[src/rtl/windowed_share_rate_estimator_macros.svh]
// Assertion macros shared by the share rate estimator RTL.
// Included by modules that carry concurrent assertions; no dependencies.
`ifndef WINDOWED_SHARE_RATE_ESTIMATOR_MACROS_SVH
`define WINDOWED_SHARE_RATE_ESTIMATOR_MACROS_SVH
`ifndef ASSERT_OFF
`define WSE_ASSERT_IMP(lbl, clk, rst_n, ante, cons) \
  lbl: assert property (@(posedge clk) disable iff (!rst_n) (ante) |-> (cons)) \
    else $error("assertion failed");
`define WSE_ASSERT_NXT(lbl, clk, rst_n, ante, cons) \
  lbl: assert property (@(posedge clk) disable iff (!rst_n) (ante) |=> (cons)) \
    else $error("assertion failed");
`else
`define WSE_ASSERT_IMP(lbl, clk, rst_n, ante, cons)
`define WSE_ASSERT_NXT(lbl, clk, rst_n, ante, cons)
`endif
`endif

[src/rtl/wse_pkg.sv]
// Package for the share rate estimator: widths, types and helper functions.
// Used by every module of the block; depends on nothing.
`timescale 1ns / 1ps
package wse_pkg;

  localparam int HISTORY_DEPTH = 128;
  localparam int PTR_W         = $clog2(HISTORY_DEPTH);
  localparam int FIELD_W       = 32;
  localparam int RATE_W        = 64;
  localparam int SHARES_W      = 7;
  localparam int SUM_W         = FIELD_W + PTR_W;
  localparam int US_PER_NS_W   = 10;
  localparam int DIV_W         = FIELD_W + US_PER_NS_W;
  localparam int LO_W          = 16;
  localparam int QCNT_W        = $clog2(RATE_W);
  localparam logic [US_PER_NS_W-1:0] NS_SCALE = US_PER_NS_W'(1000);

  typedef logic [FIELD_W-1:0]  diff_t;
  typedef logic [FIELD_W-1:0]  ts_t;
  typedef logic [RATE_W-1:0]   rate_t;
  typedef logic [SHARES_W-1:0] shares_t;
  typedef logic [SUM_W-1:0]    sum_t;
  typedef logic [DIV_W-1:0]    divisor_t;
  typedef logic [PTR_W-1:0]    ptr_t;

  typedef struct packed {
    logic  we;
    ptr_t  waddr;
    diff_t wdiff;
    ts_t   wts;
    logic  re;
    ptr_t  raddr_diff;
    ptr_t  raddr_time;
  } ring_req_t;

  typedef struct packed {
    diff_t rdiff;
    ts_t   rts;
  } ring_rsp_t;

  typedef struct packed {
    logic     start;
    sum_t     sum;
    divisor_t divisor;
  } div_req_t;

  typedef struct packed {
    logic  done;
    rate_t quot;
  } div_rsp_t;

  typedef enum logic [4:0] {
    S_IDLE = 5'b00001,
    S_READ = 5'b00010,
    S_MUL  = 5'b00100,
    S_DIV  = 5'b01000,
    S_DONE = 5'b10000
  } state_t;

  function automatic ptr_t next_slot(input ptr_t p);
    next_slot = (p == PTR_W'(HISTORY_DEPTH - 1)) ? '0 : p + 1'b1;
  endfunction

endpackage

[src/rtl/wse_div.sv]
// Restoring radix-2 divider for sum * 2^48 / divisor, saturating at 64 bits.
// One quotient bit per cycle. Depends on wse_pkg.
`timescale 1ns / 1ps
module wse_div (
  input  logic              clk,
  input  logic              rst_n,
  input  wse_pkg::div_req_t req,
  output wse_pkg::div_rsp_t rsp
);
  import wse_pkg::*;

  logic                busy_r, busy_nxt;
  logic                done_r, done_nxt;
  logic [QCNT_W-1:0]   cnt_r, cnt_nxt;
  divisor_t            rem_r, rem_nxt;
  divisor_t            dvs_r, dvs_nxt;
  logic [LO_W-1:0]     lo_r, lo_nxt;
  rate_t               q_r, q_nxt;
  logic [DIV_W:0]      shifted;
  logic [SUM_W-LO_W-1:0] hi;

  assign hi      = req.sum[SUM_W-1:LO_W];
  assign shifted = {rem_r, lo_r[LO_W-1]};

  always_comb begin
    busy_nxt = busy_r;
    done_nxt = 1'b0;
    cnt_nxt  = cnt_r;
    rem_nxt  = rem_r;
    dvs_nxt  = dvs_r;
    lo_nxt   = lo_r;
    q_nxt    = q_r;
    if (req.start) begin
      dvs_nxt = req.divisor;
      if (DIV_W'(hi) >= req.divisor) begin
        q_nxt    = '1;
        done_nxt = 1'b1;
        busy_nxt = 1'b0;
      end else begin
        rem_nxt  = DIV_W'(hi);
        lo_nxt   = req.sum[LO_W-1:0];
        q_nxt    = '0;
        cnt_nxt  = '1;
        busy_nxt = 1'b1;
      end
    end else if (busy_r) begin
      if (shifted >= {1'b0, dvs_r}) begin
        rem_nxt = DIV_W'(shifted - {1'b0, dvs_r});
        q_nxt   = {q_r[RATE_W-2:0], 1'b1};
      end else begin
        rem_nxt = DIV_W'(shifted);
        q_nxt   = {q_r[RATE_W-2:0], 1'b0};
      end
      lo_nxt  = {lo_r[LO_W-2:0], 1'b0};
      cnt_nxt = cnt_r - 1'b1;
      if (cnt_r == '0) begin
        busy_nxt = 1'b0;
        done_nxt = 1'b1;
      end
    end
  end

  always_ff @(posedge clk) begin
    if (!rst_n) begin
      busy_r <= 1'b0;
      done_r <= 1'b0;
    end else begin
      busy_r <= busy_nxt;
      done_r <= done_nxt;
    end
  end

  always_ff @(posedge clk) begin
    cnt_r <= cnt_nxt;
    rem_r <= rem_nxt;
    dvs_r <= dvs_nxt;
    lo_r  <= lo_nxt;
    q_r   <= q_nxt;
  end

  assign rsp.done = done_r;
  assign rsp.quot = q_r;

endmodule

[config.mk]
export PLATFORM = sky130hd
export DESIGN_NAME = wse_div
export DESIGN_NICKNAME = d
export VERILOG_FILES = /design/src/rtl/windowed_share_rate_estimator_macros.svh /design/src/rtl/wse_pkg.sv /design/src/rtl/wse_div.sv
export SDC_FILE = /design/constraint.sdc
export NUM_CORES = 1
export LEC_CHECK = 0
export BUFFER_PORTS_ARGS = -buffer_cell sky130_fd_sc_hd__buf_2
export CAP_MARGIN = 10
export CORE_MARGIN = 10
export CORE_UTILIZATION = 60
export CTS_BUF_LIST = sky130_fd_sc_hd__clkbuf_4 sky130_fd_sc_hd__clkbuf_8
export CTS_CLUSTER_DIAMETER = 60
export CTS_CLUSTER_SIZE = 24
export DETAILED_ROUTE_END_ITERATION = 8
export GPL_TIMING_DRIVEN = 1
export PLACE_DENSITY = 0.84
export SYNTH_ARGS = -nofsm -noshare
export SYNTH_HDL_FRONTEND = slang
export SYNTH_SLANG_ARGS = --single-unit
[constraint.sdc]
create_clock -name clk -period 4.4 [get_ports clk]
set_clock_uncertainty 0.05 [all_clocks]
set_input_delay 0.22 -clock clk [delete_from_list [all_inputs] [get_ports clk]]
set_output_delay 0.22 -clock clk [all_outputs]
set_load 0.01 [all_outputs]
# Word-level counts from Yosys, hierarchy flattened
# Cells that the tools add are included.
# Widths: inputs -> output; s select.
# word_totals
regBits	172
in_bits	84
out_inout_bits	65
# classes
add_sub_neg	2
n_lt_le_gt_ge	2
n_eq_ne	1
muxes	22
reduce_logical	3
# ops
op	n
$mux 64	3
$mux 42	4
$mux 16	3
$ge 43x42->1	1
$ge 23x42->1	1
$sub 42x42->42	1
$mux 6	3
$mux 1	9
$logic_not 6->1	1
$sub 6x1->6 const B	1
$ne 2x2->1 const B	1
$reduce_and 2->1	1
$reduce_bool 2->1	1

# Longest topological paths before layout
# depth
word_depth	4
mapped_depth	15
ltp_nobuf	12

# Worst setup path before layout
# No wires, ideal clock.
# synth_timing
path_type	input -> register
startpoint	in req[11] (netlist bit)
endpoint	reg cnt_r[0] (enable)
setup_time_ps	428
t_arrival_ps	3477
required_ps	3922
path_slack_ps	445
stages	12
path_buffers	1
cell_sequence	inv_1 > ha_1 > a21o_1 > a21o_1 > a21oi_1 > o21ai_1 > or3_1 > a31oi_1 > o21ai_1 > nand2_1 > clkbuf_1 > and2_1
# synth_between
elab_chain_cells	3
# synth_rtl
element	line	text
start, declared	wse_div.sv:7	input wse_pkg::div_req_t req,
$ge 23x42->1	wse_div.sv:35	if (DIV_W'(hi) >= req.divisor) begin
$ne 2x2->1 (no source line)	n/a	
$reduce_and 2->1 (no source line)	n/a	
end signal, assigned	wse_div.sv:74	cnt_r <= cnt_nxt;
end, declared	wse_div.sv:14	logic [QCNT_W-1:0] cnt_r, cnt_nxt;
# Every way passes these cells.
# A chain may end at the register's enable or synchronous reset.

# Final worst setup path
# layout_timing
startpoint	in req[15] (netlist bit)
endpoint	reg cnt_r[0] (enable)
# The elaborated chain is that of the path after synthesis.

==> impl_metrics.yaml <==
run_status:
  status: "completed"
route:
  totalWireLength_um: 25070
  detail_route.wl_per_cell_um: 18.44
  vias: 7778
  drc: 0
  drt-initial-drc-count: 706
  viasPerCell: 5.723
  dr.pass1.iters: 5
  postRouteAntennaNets: 0
yosys:
  synth_top_area_frac: 0.5121
  synth_top_cell_by_area: "edfxtp_1"
  synth_area_um2: 9968
  synth_area_leaders: "edfxtp_1 51%, ha_1 8.4%, inv_1 5.3%"
  postSynthCellCount: 930
  synth.avg_cell_area_um2: 10.72
  seq_area_frac_synth: 0.5161
  synth_enable_flop_cells: 170
  ys_seq_elements: 172
  synthArstFlopShare: 0
  synthTopCellsByCount: "170 x edfxtp_1, 140 x inv_1, 75 x o21ai_0"
  yosys_warnings: 0
  synth.net_count: 1082
  ys.flop_type: "edfxtp_1"
  yosysMostFrequentCell: "edfxtp_1"
  synth_cell_types: 65
cells_and_area:
  layout.nets: 1277
  drive_gt1_frac: 0.1933
  area_delta_synth_final_pct: 19.34
  regArea_um2: 5145
  multi_input_area_um2: 4119
  layoutNonFillerInstCount: 1359
  fillers: 1095
die:
  start_util: 0.6076
  die_h_um: 148.9
  core-area_um2: 16410
  die_area_um2: 22170
  io_pins: 149
  die_w_um: 148.9
  rows: 47
placed_design:
  portBuffers: 148
  dp_cells: 1266
  post-dp-hpwl_um: 16700
  gp_congestion: 0.9209
critical_path:
  endpoint_kind: "flop"
  cp.arrival_ps: 3490
  crit_type: "in2reg"
  crit_fanout: 64
  cp-start-kind: "primary input"
  r2r_slack_ps: 1000
  crit_required_ps: 4480
sta:
  clock.fmax_ghz: 0.2928
  worst_pin_slew_ps: 833.3
  slew_headroom: 0.4444
  setup_tns_ps: 0
  min_period_ps: 3415
  slew_viol_final: 0
  hold_viol_final: 0
  grt_setup_unrepaired: "false"
  post-route-period-util: 0.7761
  setup_viol: 0
power_and_ir_drop:
  swShare: 0.3850
  internal_power_w: 0.003715
  peakVddDrop_v: 0.0002668
  seqPwrFrac: 0.381
  total_power_w: 0.006040
  clockPowerShare: 0.187
  p_switching_w: 0.002326
  power_density_nw_per_um2: 507.7
  power_leakage_nw: 5.353
  pwr-share-comb: 0.432
global_routing:
  grt_first_pass_wirelength_um: 40190
  grt_max_degree: 89
  grt_overflow_total: 0
  grtUsageTotal: 0.2256
  grt_antenna_before_repair: 1
  grt_pass1_vias: 7897
cts:
  cts_max_level: 4
  post_cts_buffers: 0
  numCtsBuffers: 17
  cts.sinks: 172
  clk_pin_slew_ps: 100
  clockBufferDepth: 2
  cts_resized: 0
  cts-root-buf: "clkbuf_8"
  clkLatencyLatePin_ps: 480
  cts_hold_buf: 59
  cts_tree: "done"
job:
  max-cap-violations: 0
worst_hold_path:
  hold_path.class: "in2reg"
## routing by layer
layer  vias to the layer above  global-route usage  share of wire
met1                      3701              0.2669           0.40
li1                       3728                   -              -
met2                       292              0.3815           0.50
met4                         0             0.08538          0.029
met3                        57             0.06493          0.074
met5                         -                   0              0
## sequential cells by signal (all words and copies together) (netlist names)
name and flops:
q_r 64, cnt_r 6, rem_r 42, busy_r 1
dvs_r 42, lo_r 16, done_r 1
## critical path: stages
cell           delay [ps]
dlygate4sd3_1         520
buf_2                 110
inv_1                  40
ha_1                  310
a21o_1                180
a21o_1                170
a21oi_1               190
o21ai_1               140
or3_1                 340
a31oi_1               140
o21ai_1               130
nand2_1               100
buf_4                 270
and2_2                220
buf_12                290
## final cells by class
cell class              instances  share of cell area
repair buffers                217              0.1197
clock inverters                15             0.01441
clock buffers                  17             0.01967
flip-flops and latches        172              0.4325
inverters                     140             0.04417
well taps                     220             0.02314
diodes                          1           0.0002103
multi-input cells             577              0.3462
## through the flow
stage | cell area (um2) | utilization | setup slack [ps] | hold WS [ps]
after floorplan | 9968 | - | 444.5 | 268.9
after global placement | 10890 | 0.6636 | 1114 | 360.7
after detailed placement | 10890 | 0.6636 | 1034 | 363.2
after CTS | 11880 | 0.7243 | 1021 | 4.845
after global routing | 11900 | 0.7251 | 763.0 | 13.72
final | 11900 | 0.7251 | 985.2 | 30.32
## layout by cell type (no fill, tap or decap), types with 5 or more instances in the layout
master         netlist  routed
edfxtp_1           170     170
buf_2                3     147
inv_1              140     140
o21ai_0             75      75
ha_1                67      67
a21oi_1             65      65
nor2_1              60      60
dlygate4sd3_1        0      60
nand2_1             32      32
a21o_1              30      30
mux2i_1             28      28
xnor2_1             26      26
mux2_2              17      17
clkbuf_8             0      17
nand4_1             16      16
o21ai_1             14      14
xor2_1              13      13
nand2b_1            10      10
nor3_1              10      10
a211oi_1             9       9
a22o_1               9       9
buf_4                4       9
o21a_1               8       8
nand3_1              6       6
o211ai_1             6       6
a31oi_1              6       6
nor4_1               6       6
o21bai_1             6       6
and4_1               5       5
## cell families (layout without fill, tap and decap cells)
group                    count (synthesis)  after routing  synth area share
buffers and inverters                  181            389           0.07079
multiplexers                            45             45           0.04732
other                                    0              1                 0
AND/OR/NAND/NOR                        171            171           0.08611
XOR/XNOR                                39             39           0.03427
AO/OA/AOI/OAI                          254            254            0.1593
flip-flops                             172            172            0.5161
adder cells (fa/ha/maj)                 68             68           0.08610
## final timing paths
check	start	to	cells past startpoint
worst max-delay path	req[15]	cnt_r[0]$_SDFFCE_PP1P_	15
worst min-delay path	req[59]	rem_r[1]$_DFFE_PP_	2
worst max register to register	rem_r[3]$_DFFE_PP_	rem_r[41]$_SDFFCE_PP0P_	10
worst min register to register	busy_r$_SDFF_PN0_	done_r$_SDFF_PN0_	2
## power by group through the flow
stage	registers, W	logic, W	clock network (W)
6_report	0.00230	0.00261	0.00113
5_1_grt	0.00234	0.00285	0.00121
4_1_cts	0.00230	0.00256	0.00113
3_5_place_dp	0.00233	0.00251	0
3_3_place_gp	0.00232	0.00244	0
2_1_floorplan	0.00231	0.00195	0
Power figures use the tool's default switching activity.
